`src/hdl/txfap_pkg.sv`:
```
// ----------------------------------------------------------------------------
// Transmit frame packer package
// Shared codes, records and index helpers of the transmit frame packer.
// ----------------------------------------------------------------------------
package txfap_pkg;

	localparam int MAX_BUFFERS    = 32;
	localparam int MAX_FRAMES     = 63;
	localparam int MAX_ALIGN_LOG2 = 6;
	localparam int CFG_IDX_W      = 3;
	localparam int CFG_DATA_W     = 16;

	localparam int RST_FRAMES_INT = 8;
	localparam int RST_ALIGN_INT  = 2;

	localparam logic [5:0]  RST_FRAMES_PER_BUF = 6'(RST_FRAMES_INT);
	localparam logic [2:0]  RST_ALIGN_LOG2     = 3'(RST_ALIGN_INT);
	localparam logic [15:0] RST_BUFFER_LEN     = 16'd4096;
	localparam logic [5:0]  RST_NUM_BUFFERS    = 6'd8;
	localparam logic [5:0]  RST_HIGH_WATER     = 6'd5;
	localparam logic [5:0]  RST_LOW_WATER      = 6'd4;
	localparam logic [15:0] RST_INIT_OFFSET    = 16'(((RST_FRAMES_INT + 1) * 8)
		+ (((RST_FRAMES_INT + 1) * 8) % (1 << RST_ALIGN_INT)));

	typedef enum logic [1:0] {
		OP_PLACE,
		OP_RELEASE,
		OP_FLUSH,
		OP_NONE
	} op_t;

	typedef enum logic [2:0] {
		KIND_DESC,
		KIND_CLOSED,
		KIND_RING_FULL,
		KIND_OVERSIZE,
		KIND_FLOW_OFF,
		KIND_FLOW_ON,
		KIND_KICK
	} kind_t;

	typedef enum logic [CFG_IDX_W-1:0] {
		CFG_FRAMES_PER_BUF,
		CFG_ALIGN_LOG2,
		CFG_BUFFER_LEN,
		CFG_NUM_BUFFERS,
		CFG_HIGH_WATER,
		CFG_LOW_WATER
	} cfg_idx_t;

	typedef struct packed {
		logic [5:0]  ring_size;
		logic [5:0]  frames_lim;
		logic [5:0]  align_mask;
		logic [15:0] buffer_len;
		logic [5:0]  high_water;
		logic [5:0]  low_water;
		logic [15:0] init_offset;
	} cfg_t;

	typedef struct packed {
		op_t         op;
		logic        flush;
		logic [15:0] payload_len;
		logic [7:0]  header_len;
	} cmd_t;

	typedef struct packed {
		kind_t       kind;
		logic [4:0]  buffer_index;
		logic [5:0]  slot;
		logic [15:0] offset;
		logic [15:0] frame_len;
		logic [5:0]  pad;
		logic        last;
	} res_t;

	function automatic logic [4:0] next_idx(input logic [4:0] idx, input logic [5:0] size);
		logic [5:0] sum;
		sum = {1'b0, idx} + 6'd1;
		return (sum == size) ? 5'd0 : sum[4:0];
	endfunction

	function automatic logic [5:0] used_cnt(input logic [4:0] w, input logic [4:0] r,
		input logic [5:0] size);
		logic [5:0] we;
		logic [5:0] re;
		we = {1'b0, w};
		re = {1'b0, r};
		return (we >= re) ? (we - re) : (we + size - re);
	endfunction

endpackage

```
`src/hdl/txfap_fifo.sv`:
```
// ----------------------------------------------------------------------------
// Transmit frame packer queue
// Small first-in first-out queue in flip-flops with full and empty flags.
// ----------------------------------------------------------------------------
module txfap_fifo #(
	parameter int WIDTH = 8,
	parameter int DEPTH = 4
) (
	input  logic             clk,
	input  logic             arst_n,
	input  logic             push,
	input  logic [WIDTH-1:0] wdata,
	output logic             full,
	input  logic             pop,
	output logic [WIDTH-1:0] rdata,
	output logic             empty
);

	localparam int PW = $clog2(DEPTH);
	localparam int CW = $clog2(DEPTH + 1);

	logic [WIDTH-1:0] mem_q [DEPTH];
	logic [PW-1:0]    wr_ptr_q;
	logic [PW-1:0]    rd_ptr_q;
	logic [CW-1:0]    cnt_q;
	logic             do_push;
	logic             do_pop;

	assign full    = (cnt_q == CW'(DEPTH));
	assign empty   = (cnt_q == '0);
	assign do_push = push && !full;
	assign do_pop  = pop && !empty;
	assign rdata   = mem_q[rd_ptr_q];

	always_ff @(posedge clk or negedge arst_n) begin
		if (!arst_n) begin
			wr_ptr_q <= '0;
			rd_ptr_q <= '0;
			cnt_q    <= '0;
		end else begin
			if (do_push) begin
				wr_ptr_q <= (wr_ptr_q == PW'(DEPTH - 1)) ? '0 : wr_ptr_q + 1'b1;
			end
			if (do_pop) begin
				rd_ptr_q <= (rd_ptr_q == PW'(DEPTH - 1)) ? '0 : rd_ptr_q + 1'b1;
			end
			case ({do_push, do_pop})
				2'b10: cnt_q <= cnt_q + 1'b1;
				2'b01: cnt_q <= cnt_q - 1'b1;
				default: cnt_q <= cnt_q;
			endcase
		end
	end

	always_ff @(posedge clk) begin
		if (do_push) begin
			mem_q[wr_ptr_q] <= wdata;
		end
	end

endmodule

```
`src/hdl/txfap_cfg.sv`:
```
// ----------------------------------------------------------------------------
// Transmit frame packer configuration
// Register file with saturated views and the initial descriptor area offset.
// ----------------------------------------------------------------------------
module txfap_cfg import txfap_pkg::*; (
	input  logic                  clk,
	input  logic                  arst_n,
	input  logic                  cfg_write,
	input  logic [CFG_IDX_W-1:0]  cfg_index,
	input  logic [CFG_DATA_W-1:0] cfg_data,
	output cfg_t                  cfg,
	output logic                  cfg_upd
);

	logic [5:0]  frames_per_buf_q;
	logic [2:0]  align_log2_q;
	logic [15:0] buffer_len_q;
	logic [5:0]  num_buffers_q;
	logic [5:0]  high_water_q;
	logic [5:0]  low_water_q;
	logic        upd_q;
	logic [2:0]  align_sat;
	logic [6:0]  align_bytes;
	logic [9:0]  desc_area;

	always_ff @(posedge clk or negedge arst_n) begin
		if (!arst_n) begin
			frames_per_buf_q <= RST_FRAMES_PER_BUF;
			align_log2_q     <= RST_ALIGN_LOG2;
			buffer_len_q     <= RST_BUFFER_LEN;
			num_buffers_q    <= RST_NUM_BUFFERS;
			high_water_q     <= RST_HIGH_WATER;
			low_water_q      <= RST_LOW_WATER;
			upd_q            <= 1'b0;
		end else begin
			upd_q <= 1'b0;
			if (cfg_write) begin
				case (cfg_idx_t'(cfg_index))
					CFG_FRAMES_PER_BUF: begin
						frames_per_buf_q <= cfg_data[5:0];
						upd_q            <= 1'b1;
					end
					CFG_ALIGN_LOG2: begin
						align_log2_q <= cfg_data[2:0];
						upd_q        <= 1'b1;
					end
					CFG_BUFFER_LEN: begin
						buffer_len_q <= cfg_data;
						upd_q        <= 1'b1;
					end
					CFG_NUM_BUFFERS: begin
						num_buffers_q <= cfg_data[5:0];
						upd_q         <= 1'b1;
					end
					CFG_HIGH_WATER: begin
						high_water_q <= cfg_data[5:0];
						upd_q        <= 1'b1;
					end
					CFG_LOW_WATER: begin
						low_water_q <= cfg_data[5:0];
						upd_q       <= 1'b1;
					end
					default: upd_q <= 1'b0;
				endcase
			end
		end
	end

	assign align_sat   = (align_log2_q > 3'(MAX_ALIGN_LOG2)) ? 3'(MAX_ALIGN_LOG2) : align_log2_q;
	assign align_bytes = 7'd1 << align_sat;

	always_comb begin
		cfg = '0;
		if (num_buffers_q < 6'd2) begin
			cfg.ring_size = 6'd2;
		end else if (num_buffers_q > 6'(MAX_BUFFERS)) begin
			cfg.ring_size = 6'(MAX_BUFFERS);
		end else begin
			cfg.ring_size = num_buffers_q;
		end
		cfg.frames_lim = (frames_per_buf_q > 6'(MAX_FRAMES)) ? 6'(MAX_FRAMES) : frames_per_buf_q;
		cfg.align_mask = 6'(align_bytes - 7'd1);
		cfg.buffer_len = buffer_len_q;
		cfg.high_water = high_water_q;
		cfg.low_water  = low_water_q;
		desc_area      = ({4'd0, cfg.frames_lim} + 10'd1) << 3;
		cfg.init_offset = 16'(desc_area + (desc_area & {4'd0, cfg.align_mask}));
	end

	assign cfg_upd   = upd_q;

endmodule

```
`src/hdl/txfap_front.sv`:
```
// ----------------------------------------------------------------------------
// Transmit frame packer front end
// Accepts requests, drops unused op codes and queues classified commands.
// ----------------------------------------------------------------------------
module txfap_front import txfap_pkg::*; (
	input  logic        clk,
	input  logic        arst_n,
	input  logic        push,
	input  logic [1:0]  op,
	input  logic [15:0] payload_len,
	input  logic [7:0]  header_len,
	input  logic        urgent,
	output logic        full,
	output logic        cmd_push,
	output cmd_t        cmd_data,
	input  logic        cmd_full
);

	logic valid_s1;
	cmd_t cmd_s1;
	cmd_t cmd_in;
	logic accept;

	always_comb begin
		cmd_in             = '0;
		cmd_in.op          = op_t'(op);
		cmd_in.flush       = (cmd_in.op == OP_FLUSH) || ((cmd_in.op == OP_PLACE) && urgent);
		cmd_in.payload_len = payload_len;
		cmd_in.header_len  = header_len;
	end

	assign full     = valid_s1 && cmd_full;
	assign accept   = push && !full;
	assign cmd_push = valid_s1 && !cmd_full;
	assign cmd_data = cmd_s1;

	always_ff @(posedge clk or negedge arst_n) begin
		if (!arst_n) begin
			valid_s1 <= 1'b0;
		end else if (accept) begin
			valid_s1 <= (cmd_in.op != OP_NONE);
		end else if (cmd_push) begin
			valid_s1 <= 1'b0;
		end
	end

	always_ff @(posedge clk) begin
		if (accept) begin
			cmd_s1 <= cmd_in;
		end
	end

endmodule

```
`src/hdl/txfap_back.sv`:
```
// ----------------------------------------------------------------------------
// Transmit frame packer back end
// Ring and buffer state, frame placement, flow hysteresis and kicks.
// ----------------------------------------------------------------------------
module txfap_back import txfap_pkg::*; (
	input  logic clk,
	input  logic arst_n,
	input  cfg_t cfg,
	input  logic cfg_upd,
	input  logic cmd_valid,
	input  cmd_t cmd,
	output logic cmd_pop,
	output logic res_push,
	output res_t res,
	input  logic res_full
);

	typedef enum logic [2:0] {
		ST_NORM,
		ST_FIT,
		ST_RFULL,
		ST_FLOW,
		ST_CLOSE,
		ST_KICK
	} state_t;

	function automatic state_t tail_next(input logic [4:0] w, input logic [4:0] r,
		input logic [5:0] fc, input logic open, input logic flush, input logic fe,
		input cfg_t c);
		logic [5:0] used;
		logic       chg;
		used = used_cnt(w, r, c.ring_size);
		chg  = ((used > c.high_water) && fe) || ((used <= c.low_water) && !fe);
		if (chg) return ST_FLOW;
		if (flush && open && (fc != 6'd0)) return ST_CLOSE;
		if (flush) return ST_KICK;
		return ST_NORM;
	endfunction

	state_t      state_q, state_d, nxt;
	logic [4:0]  w_q, w_d;
	logic [4:0]  r_q, r_d;
	logic [5:0]  fc_q, fc_d;
	logic [15:0] fill_q, fill_d;
	logic        fe_q, fe_d;
	logic        open_q, open_d;
	logic        flush_q, flush_d;
	logic        emit;
	logic        pop_req;
	logic        go;

	logic [5:0]  s;
	logic [5:0]  w_sub;
	logic [5:0]  r_sub;
	logic        w_big;
	logic        r_big;
	logic [4:0]  r_rel;
	logic [4:0]  r_eff;
	logic        full_now;
	logic [4:0]  w_adv;
	logic        full_after;
	logic        full_cur;
	logic [16:0] mask17;
	logic [16:0] rounded;
	logic [5:0]  pad_v;
	logic [16:0] flen;
	logic [17:0] fend;
	logic        room;
	logic        fits;
	logic [15:0] fill_rnd;
	logic [15:0] fill_eff;
	logic [5:0]  fc_inc;
	logic [5:0]  used_now;
	logic        off_now;

	assign s          = cfg.ring_size;
	assign w_big      = ({1'b0, w_q} >= s);
	assign r_big      = ({1'b0, r_q} >= s);
	assign w_sub      = {1'b0, w_q} - s;
	assign r_sub      = {1'b0, r_q} - s;
	assign r_rel      = (w_q != r_q) ? next_idx(r_q, s) : r_q;
	assign r_eff      = (cmd.op == OP_RELEASE) ? r_rel : r_q;
	assign w_adv      = next_idx(w_q, s);
	assign full_now   = (w_adv == r_eff);
	assign full_cur   = (w_adv == r_q);
	assign full_after = (next_idx(w_adv, s) == r_q);

	assign mask17   = {11'd0, cfg.align_mask};
	assign rounded  = ({1'b0, fill_q} + mask17) & ~mask17;
	assign pad_v    = (6'd0 - (rounded[5:0] + 6'd1 + cmd.header_len[5:0])) & cfg.align_mask;
	assign flen     = 17'd1 + {11'd0, pad_v} + {1'b0, cmd.payload_len};
	assign fend     = {1'b0, rounded} + {1'b0, flen};
	assign room     = (fc_q < cfg.frames_lim);
	assign fits     = room && (fend <= {2'd0, cfg.buffer_len});
	assign fill_rnd = rounded[16] ? 16'hFFFF : rounded[15:0];
	assign fill_eff = room ? fill_rnd : fill_q;
	assign fc_inc   = fc_q + 6'd1;
	assign used_now = used_cnt(w_q, r_q, s);
	assign off_now  = (used_now > cfg.high_water) && fe_q;

	always_comb begin
		state_d = state_q;
		w_d     = w_q;
		r_d     = r_q;
		fc_d    = fc_q;
		fill_d  = fill_q;
		fe_d    = fe_q;
		open_d  = open_q;
		flush_d = flush_q;
		emit    = 1'b0;
		pop_req = 1'b0;
		nxt     = ST_NORM;
		res     = '0;
		case (state_q)
			ST_NORM: begin
				if (cmd_valid) begin
					if (w_big || r_big) begin
						if (w_big) w_d = w_sub[4:0];
						if (r_big) r_d = r_sub[4:0];
					end else begin
						r_d     = r_eff;
						open_d  = !full_now;
						flush_d = cmd.flush;
						if (cmd.op == OP_PLACE) begin
							state_d = full_now ? ST_RFULL : ST_FIT;
						end else begin
							nxt     = tail_next(w_q, r_eff, fc_q, !full_now, cmd.flush, fe_q, cfg);
							state_d = nxt;
							pop_req = (nxt == ST_NORM);
						end
					end
				end
			end
			ST_FIT: begin
				emit             = 1'b1;
				res.buffer_index = w_q;
				if (fits) begin
					res.kind      = KIND_DESC;
					res.slot      = fc_q;
					res.offset    = rounded[15:0];
					res.frame_len = flen[15:0];
					res.pad       = pad_v;
					fc_d          = fc_inc;
					fill_d        = fend[15:0];
					nxt           = tail_next(w_q, r_q, fc_inc, 1'b1, flush_q, fe_q, cfg);
					state_d       = nxt;
					pop_req       = (nxt == ST_NORM);
					res.last      = (nxt == ST_NORM);
				end else if (fc_q == 6'd0) begin
					res.kind = KIND_OVERSIZE;
					fill_d   = fill_eff;
					nxt      = tail_next(w_q, r_q, 6'd0, 1'b1, flush_q, fe_q, cfg);
					state_d  = nxt;
					pop_req  = (nxt == ST_NORM);
					res.last = (nxt == ST_NORM);
				end else begin
					res.kind   = KIND_CLOSED;
					res.offset = fill_eff;
					w_d        = w_adv;
					fc_d       = 6'd0;
					fill_d     = cfg.init_offset;
					state_d    = full_after ? ST_RFULL : ST_FIT;
				end
			end
			ST_RFULL: begin
				emit             = 1'b1;
				res.kind         = KIND_RING_FULL;
				res.buffer_index = w_q;
				open_d           = 1'b0;
				nxt              = tail_next(w_q, r_q, fc_q, 1'b0, flush_q, fe_q, cfg);
				state_d          = nxt;
				pop_req          = (nxt == ST_NORM);
				res.last         = (nxt == ST_NORM);
			end
			ST_FLOW: begin
				emit     = 1'b1;
				res.kind = off_now ? KIND_FLOW_OFF : KIND_FLOW_ON;
				fe_d     = !off_now;
				if (flush_q && open_q && (fc_q != 6'd0)) begin
					state_d = ST_CLOSE;
				end else if (flush_q || off_now) begin
					state_d = ST_KICK;
				end else begin
					state_d  = ST_NORM;
					pop_req  = 1'b1;
					res.last = 1'b1;
				end
			end
			ST_CLOSE: begin
				emit             = 1'b1;
				res.kind         = KIND_CLOSED;
				res.buffer_index = w_q;
				res.offset       = fill_q;
				if (!full_cur) w_d = w_adv;
				fc_d             = 6'd0;
				fill_d           = cfg.init_offset;
				state_d          = ST_KICK;
			end
			ST_KICK: begin
				emit     = 1'b1;
				res.kind = KIND_KICK;
				res.last = 1'b1;
				state_d  = ST_NORM;
				pop_req  = 1'b1;
			end
			default: state_d = ST_NORM;
		endcase
	end

	assign go       = !emit || !res_full;
	assign res_push = emit && go;
	assign cmd_pop  = pop_req && go;

	always_ff @(posedge clk or negedge arst_n) begin
		if (!arst_n) begin
			state_q <= ST_NORM;
			w_q     <= 5'd0;
			r_q     <= 5'd0;
			fc_q    <= 6'd0;
			fill_q  <= RST_INIT_OFFSET;
			fe_q    <= 1'b1;
			open_q  <= 1'b0;
			flush_q <= 1'b0;
		end else begin
			if (go) begin
				state_q <= state_d;
				w_q     <= w_d;
				r_q     <= r_d;
				fc_q    <= fc_d;
				fe_q    <= fe_d;
				open_q  <= open_d;
				flush_q <= flush_d;
			end
			if (cfg_upd && (fc_q == 6'd0)) begin
				fill_q <= cfg.init_offset;
			end else if (go) begin
				fill_q <= fill_d;
			end
		end
	end

endmodule

```
`src/hdl/tx_frame_aggregation_packer_unit.sv`:
```
// ----------------------------------------------------------------------------
// Transmit frame aggregation packer
// Packs frame requests into a ring of shared buffers and reports descriptors,
// buffer closes, drops, flow changes and kicks as a stream of results.
// ----------------------------------------------------------------------------
// Usage:
//   Requests enter through push/full: op, payload_len, header_len, urgent.
//   Results leave through empty/pop, oldest first; last marks the final
//   result that a request causes. Unused op codes are dropped on entry.
//   Configuration registers are written through cfg_write/cfg_index/cfg_data
//   while no request is in flight; writes take effect in the next cycle.
// Sequence:
//   A request passes the front end register, the command queue, the back
//   end and the result queue. The back end emits one result per cycle when
//   the result queue has room; a fitting frame passes dispatch and fit, a
//   release with no result only dispatch. After a ring size change an index
//   past the ring drops by its size once per cycle while a command waits.
// Reset and stall:
//   Reset empties both queues, loads the register defaults, rewinds the ring
//   and turns flow on. When pop stays low the result queue fills, the back
//   end holds, the command queue fills and full rises; nothing is lost.
// ----------------------------------------------------------------------------
module tx_frame_aggregation_packer_unit import txfap_pkg::*; #(
	parameter int CMD_DEPTH = 2,
	parameter int RES_DEPTH = 4
) (
	input  logic                  clk,
	input  logic                  arst_n,
	input  logic                  push,
	output logic                  full,
	input  logic [1:0]            op,
	input  logic [15:0]           payload_len,
	input  logic [7:0]            header_len,
	input  logic                  urgent,
	output logic                  empty,
	input  logic                  pop,
	output logic [2:0]            kind,
	output logic [4:0]            buffer_index,
	output logic [5:0]            slot,
	output logic [15:0]           offset,
	output logic [15:0]           frame_len,
	output logic [5:0]            pad,
	output logic                  last,
	input  logic                  cfg_write,
	input  logic [CFG_IDX_W-1:0]  cfg_index,
	input  logic [CFG_DATA_W-1:0] cfg_data
);

	cfg_t                  cfg;
	logic                  cfg_upd;
	logic                  cmd_push;
	cmd_t                  cmd_in;
	logic                  cmd_full;
	logic                  cmd_empty;
	logic                  cmd_pop;
	logic [$bits(cmd_t)-1:0] cmd_rdata;
	cmd_t                  cmd_head;
	logic                  res_push;
	res_t                  res_in;
	logic                  res_full;
	logic [$bits(res_t)-1:0] res_rdata;
	res_t                  res_head;

	txfap_cfg u_cfg (
		.clk       (clk),
		.arst_n    (arst_n),
		.cfg_write (cfg_write),
		.cfg_index (cfg_index),
		.cfg_data  (cfg_data),
		.cfg       (cfg),
		.cfg_upd   (cfg_upd)
	);

	txfap_front u_front (
		.clk         (clk),
		.arst_n      (arst_n),
		.push        (push),
		.op          (op),
		.payload_len (payload_len),
		.header_len  (header_len),
		.urgent      (urgent),
		.full        (full),
		.cmd_push    (cmd_push),
		.cmd_data    (cmd_in),
		.cmd_full    (cmd_full)
	);

	txfap_fifo #(
		.WIDTH ($bits(cmd_t)),
		.DEPTH (CMD_DEPTH)
	) u_cmd_q (
		.clk    (clk),
		.arst_n (arst_n),
		.push   (cmd_push),
		.wdata  (cmd_in),
		.full   (cmd_full),
		.pop    (cmd_pop),
		.rdata  (cmd_rdata),
		.empty  (cmd_empty)
	);

	assign cmd_head = cmd_t'(cmd_rdata);

	txfap_back u_back (
		.clk       (clk),
		.arst_n    (arst_n),
		.cfg       (cfg),
		.cfg_upd   (cfg_upd),
		.cmd_valid (!cmd_empty),
		.cmd       (cmd_head),
		.cmd_pop   (cmd_pop),
		.res_push  (res_push),
		.res       (res_in),
		.res_full  (res_full)
	);

	txfap_fifo #(
		.WIDTH ($bits(res_t)),
		.DEPTH (RES_DEPTH)
	) u_res_q (
		.clk    (clk),
		.arst_n (arst_n),
		.push   (res_push),
		.wdata  (res_in),
		.full   (res_full),
		.pop    (pop),
		.rdata  (res_rdata),
		.empty  (empty)
	);

	assign res_head     = res_t'(res_rdata);
	assign kind         = res_head.kind;
	assign buffer_index = res_head.buffer_index;
	assign slot         = res_head.slot;
	assign offset       = res_head.offset;
	assign frame_len    = res_head.frame_len;
	assign pad          = res_head.pad;
	assign last         = res_head.last;

	a_res_no_overflow: assert property (@(posedge clk) disable iff (!arst_n)
		res_push |-> !res_full)
		else $error("result queue written while full");

	a_cmd_no_overflow: assert property (@(posedge clk) disable iff (!arst_n)
		cmd_push |-> !cmd_full)
		else $error("command queue written while full");

	a_cmd_no_underflow: assert property (@(posedge clk) disable iff (!arst_n)
		cmd_pop |-> !cmd_empty)
		else $error("command retired with empty queue");

	a_res_visible: assert property (@(posedge clk) disable iff (!arst_n)
		res_push |=> !empty)
		else $error("queued result not visible");

endmodule
```
`config.mk`:
```
export PLATFORM = sky130hd
export DESIGN_NAME = tx_frame_aggregation_packer_unit
export DESIGN_NICKNAME = d
export VERILOG_FILES = /design/src/hdl/txfap_pkg.sv /design/src/hdl/txfap_fifo.sv /design/src/hdl/txfap_cfg.sv /design/src/hdl/txfap_front.sv /design/src/hdl/txfap_back.sv /design/src/hdl/tx_frame_aggregation_packer_unit.sv
export SDC_FILE = /design/constraint.sdc
export NUM_CORES = 1
export LEC_CHECK = 0
export BUFFER_PORTS_ARGS = -buffer_cell sky130_fd_sc_hd__buf_4
export CORE_UTILIZATION = 64
export CTS_BUF_LIST = sky130_fd_sc_hd__clkbuf_4
export CTS_CLUSTER_SIZE = 20
export DETAILED_ROUTE_END_ITERATION = 16
export PLACE_DENSITY = 0.88
export RECOVER_POWER = 100
export SYNTH_ARGS = -nofsm -noshare
export SYNTH_HDL_FRONTEND = slang
export SYNTH_HIERARCHICAL = 1
export SYNTH_SLANG_ARGS = --single-unit
```
`constraint.sdc`:
```
create_clock -name clk -period 10.95 [get_ports clk]
set_input_delay 1.095 -clock clk [delete_from_list [all_inputs] [get_ports clk]]
set_output_delay 1.095 -clock clk [all_outputs]
set_load 0.05 [all_outputs]
```
==> results.toml, run 1 <==
[outcome]
outcome = "finished with violations"
failed_checks = "capacitance limit, slew limit"

[sta]
fin_crit_sh_pct = 89.5
min_period_ns = 9.81
hold_viol = 0
tightest_slew_ns = 3.33
rsz0062_at_grt = "false"
fin_setup_tns_ns = 0
maxSlewViolCount = 390
fmax_mhz = 102
setup_ws_ns = 1.14
setup_viol = 0
fin_skew_ns = 0.0551
relSlewSlack_pct = -122

[drt]
ant_nets = 0
num_vias = 15400
firstDrtPassIters = 6
routed_via_density = 6.27
drc = 0
wl_per_cell_microns = 21.8
drt_iter0_drc = 1506
drt_wl_total_mm = 53.6

[logic_synthesis]
yosysWarnings = 6
synth.avg_cell_area_sq_um = 12.2
syn_area_sq_um = 21800
syn_inst = 1790

[layout]
fill_cells = 2361
postLayoutCoreUtil_pct = 71.0
drive_gt1_share_pct = 17.7
final_nets = 2124
area_delta_synth_final_pct = 8.99

[clock_network]
cts-htree-levels = 3
cts-root-buf = "clkbuf_4"
cts_setup_buffers = 0
cts_buffers = 95
cts_resized = 0
clk_pin_slew_ns = 0.07
cts_max_path_buffers = 3
cts_tree = "built"
insertion_delay_ns = 0.79
cts.sinks = 381
ctsHoldBuffers = 0

[setup_path]
cp-start-kind = "flop"
reg2reg_to = "u_cmd_q/cnt_q[1]$_DFFE_PN0P_"
crit_arrival_ns = 10.50
crit_path_frequent_cell = "ha_1"
slowest_stage = "dfrtp_1"
worst_r2r_startpoint = "u_cfg/align_log2_q[2]$_DFFE_PN0P_"
slowest_delay_ns = 0.51
required_ns = 11.64
critPathKind = "flop to flop"
worst-r2r-setup-slack_ns = 1.14
endpoint_kind = "flop"
reg2reg_depth = 38
crit_path_max_fanout = 13

[min_path]
hold_class = "flop to flop"
hold_depth = 0
hp-start = "u_front/cmd_data[22]$_DFFE_PP_"
whs_endpoint = "u_cmd_q/mem_q[0][22]$_DFFE_PP_"

[floorplan]
start_util_pct = 65.1
core_area_sq_um = 33500
die_area_sq_um = 34900
num_io_pins = 106
die_x_microns = 187
rows = 67
die_h_microns = 187

[placed_design]
preCtsSetupSlack_ns = 1.73
hpwl_mm = 37.9
io_buffers = 103
place_congestion = 0.947

[grt]
grt-ovfl-total = 0
antenna_found_initial = 1
grt_pass1_wl_mm = 83.0
grt_max_degree = 57
grt_pass1_vias = 15200
grt_usage_pct = 30.9

[flow_run]
cap_violations = 8
## layout by cell type (no fill, tap or decap), types with 40 or more instances in the layout
cell,count
edfxtp_1,287
clkbuf_4,166
ha_1,126
nand2_1,119
inv_1,105
o21ai_0,86
nor2_1,83
dfrtp_1,82
a21oi_1,73
clkbuf_1,72
xnor2_1,71
mux4_2,53
mux2_2,49
nor2b_1,40
## critical path: cells and delay by family (launching register included)
kind	cells	cell delay, ns
xor gates and xnor gates	5	1.05
buffers and inverters	2	0.42
adders and majority gates	6	1.96
and+or+nand+nor	10	2.32
DFF	1	0.51
AOI/OAI and AO/OA	15	3.42
## metrics by stage
stage	std cells	instance area, sq um	hold slack, ns
2_1_floorplan	1798	21900	0.421
3_3_place_gp	2286	22900	0.424
3_5_place_dp	2286	22900	0.433
4_1_cts	2456	24200	0.299
5_1_grt	2457	23800	0.443
6_report	2457	23800	0.433
## state kept, by name (all words and copies together), names as in the netlist, 2 cells and up
register / cells
u_cfg/num_buffers_q: 6
u_res_q/rd_ptr_q: 2
u_res_q/wr_ptr_q: 2
u_cfg/buffer_len_q: 16
u_cfg/low_water_q: 6
u_back/r_q: 5
u_front/cmd_data: 25
u_cmd_q/cnt_q: 2
u_back/state_q: 3
u_cfg/high_water_q: 6
u_back/fc_q: 6
u_res_q/mem_q: 212
u_back/w_q: 5
u_res_q/cnt_q: 3
u_cmd_q/mem_q: 50
u_cfg/frames_per_buf_q: 6
u_back/fill_q: 16
u_cfg/align_log2_q: 3
## how the worst max path moves through the flow
stage | cells past startpoint | from | to | slack, ns
after floorplan | 37 | u_cfg/align_log2_q[2]$_DFFE_PN0P_ | u_cmd_q/cnt_q[1]$_DFFE_PN0P_ | 2.88
after global placement | 38 | u_cfg/align_log2_q[2]$_DFFE_PN0P_ | u_cmd_q/cnt_q[1]$_DFFE_PN0P_ | 1.99
after detailed placement | 38 | u_cfg/align_log2_q[2]$_DFFE_PN0P_ | u_cmd_q/cnt_q[1]$_DFFE_PN0P_ | 1.73
after CTS | 38 | u_cfg/align_log2_q[2]$_DFFE_PN0P_ | u_cmd_q/cnt_q[1]$_DFFE_PN0P_ | 1.70
after global routing | 38 | u_cfg/align_log2_q[2]$_DFFE_PN0P_ | u_cmd_q/cnt_q[1]$_DFFE_PN0P_ | 0.66
final | 38 | u_cfg/align_log2_q[2]$_DFFE_PN0P_ | u_cmd_q/cnt_q[1]$_DFFE_PN0P_ | 1.14
## per-layer routing
metal / part of all wire [%] / GRT usage [%] / vias up
met2: 47 / 50.1 / 731
met5: 0 / 0 / -
met1: 42 / 41.7 / 7521
met4: 2.5 / 10.5 / 0
li1: - / - / 7032
met3: 8.4 / 6.49 / 110
## area by class of cell
cell class / instances / area (sq um) / share of cell area [%]
sequential: 381 / 11000 / 46.2
multi-input combinational: 1226 / 9960 / 41.8
clock buffer: 143 / 1070 / 4.51
timing repair buffer: 124 / 661 / 2.78
tap: 448 / 561 / 2.35
inverter: 107 / 402 / 1.69
clock inverter: 27 / 159 / 0.668
antenna: 1 / 2.50 / 0.0105
Power of run 1 is not shown: default switching activity piles up to over one toggle a cycle in this logic, so the estimate is an artifact.
==> run 2: changes to the inputs <==
- BUFFER_PORTS_ARGS: -buffer_cell sky130_fd_sc_hd__buf_4 -> not set
- CORE_UTILIZATION: 64 -> 65
- CTS_BUF_LIST: sky130_fd_sc_hd__clkbuf_4 -> not set
- DONT_BUFFER_PORTS: not set -> 1
- PLACE_DENSITY: 0.88 -> 0.86
==> results.toml, run 2 (synthesized netlist as in run 1, its figures left out) <==
[setup_path]
crit_path_max_fanout = 14
slowest_stage = "clkbuf_1"
crit_family = "compound AO/OA/AOI/OAI gates"
critPathKind = "flop to flop"
crit_arrival_ns = 10.33
endpoint_kind = "flop"
cp-start-kind = "flop"
worst-path-buf-inv = 2
required_ns = 11.22
slowest_delay_ns = 0.72
crit_path_frequent_cell = "o21ai_0"

[clock_network]
clk_pin_slew_ns = 0.06
cts-root-buf = "clkbuf_16"
cts_tree = "built"
cts_setup_buffers = 0
insertion_delay_ns = 0.53
cts-htree-levels = 2
cts_max_path_buffers = 3
cts_buffers = 39
ctsHoldBuffers = 0
cts.sinks = 381
cts_resized = 0

[drt]
ant_nets = 0
num_vias = 14700
drt_iter0_drc = 1585
firstDrtPassIters = 8
drt_wl_total_mm = 52.9
wl_per_cell_microns = 23.6
routed_via_density = 6.54
drc = 0

[outcome]
outcome = "finished with violations"
failed_checks = "capacitance limit, slew limit"

[layout]
final_nets = 1961
area_delta_synth_final_pct = 6.39
largest-register = "u_res_q/mem_q"
postLayoutCoreUtil_pct = 70.9
largest_register_ffs = 212
seq_area_sq_um = 11000
final_cell_mix = "edfxtp_1, ha_1, nand2_1"
drive_gt1_share_pct = 12.3
final_common_cell = "edfxtp_1"
multi_input_area_sq_um = 9970
fill_cells = 2261

[sta]
fmax_mhz = 99.4
maxSlewViolCount = 280
fin_skew_ns = 0.0176
min_period_ns = 10.06
tightest_slew_ns = 3.30
setup_viol = 0
relSlewSlack_pct = -120
timing.hold.ws_ns = 0.276
setup_ws_ns = 0.890
fin_crit_sh_pct = 91.9
fin_setup_tns_ns = 0
hold_viol = 0
rsz0062_at_grt = "false"

[placed_design]
hpwl_mm = 37.3
place_congestion = 0.971
io_buffers = 0
preCtsSetupSlack_ns = 1.66

[floorplan]
die_area_sq_um = 34300
die_h_microns = 185
start_util_pct = 66.6
core_area_sq_um = 32800
rows = 66
num_io_pins = 106
die_x_microns = 185

[grt]
antenna_found_initial = 1
grt_pass1_vias = 14800
grt_pass1_wl_mm = 81.8
grt-ovfl-total = 0
grt_max_degree = 95
grt_usage_pct = 31.4

[flow_run]
cap_violations = 7

[min_path]
hold_class = "input pin to asynchronous set/reset pin"
run 2: final timing paths:
check | start | to | slack, ns | cells past startpoint
setup / recovery | u_cfg/align_log2_q[2]$_DFFE_PN0P_ | u_res_q/mem_q[0][38]$_DFFE_PP_ | 0.89 | 33
max in group asynchronous | arst_n | u_back/fill_q[6]$_DFFE_PN1P_ | 10.42 | 0
hold / removal | arst_n | u_cfg/num_buffers_q[2]$_DFFE_PN0P_ | 0.28 | 0
min in group clk | u_front/cmd_data[11]$_DFFE_PP_ | u_cmd_q/mem_q[1][11]$_DFFE_PP_ | 0.45 | 0
hold reg to reg | u_front/cmd_data[11]$_DFFE_PP_ | u_cmd_q/mem_q[1][11]$_DFFE_PP_ | 0.45 | 0
setup reg to reg | u_cfg/align_log2_q[2]$_DFFE_PN0P_ | u_res_q/mem_q[0][38]$_DFFE_PP_ | 0.89 | 33
run 2: cell type report:
class                           count  area share, %
Antenna cell                        1         0.0108
Clock buffer                       47           4.33
Clock inverter                     24          0.964
Inverter                          107           1.73
Multi-Input combinational cell   1226           42.9
Sequential cell                   381           47.3
Tap cell                          442           2.38
Timing Repair Buffer               17          0.388
run 2: per-stage QoR:
step / cells / cell area (sq um)
floorplan: 1798 / 21900
global placement: 2173 / 22100
detailed placement: 2173 / 22100
CTS: 2244 / 23400
global route: 2244 / 23200
finish: 2245 / 23200
run 2: metal layers:
metal | global-route usage (%) | vias up | routed length, microns
met5 | 0 | - | 12
li1 | - | 6652 | -
met4 | 9.88 | 2 | 1440
met2 | 49.9 | 766 | 24600
met3 | 6.15 | 149 | 4810
met1 | 43.7 | 7119 | 22100
Power of run 2 is left out for the same reason.
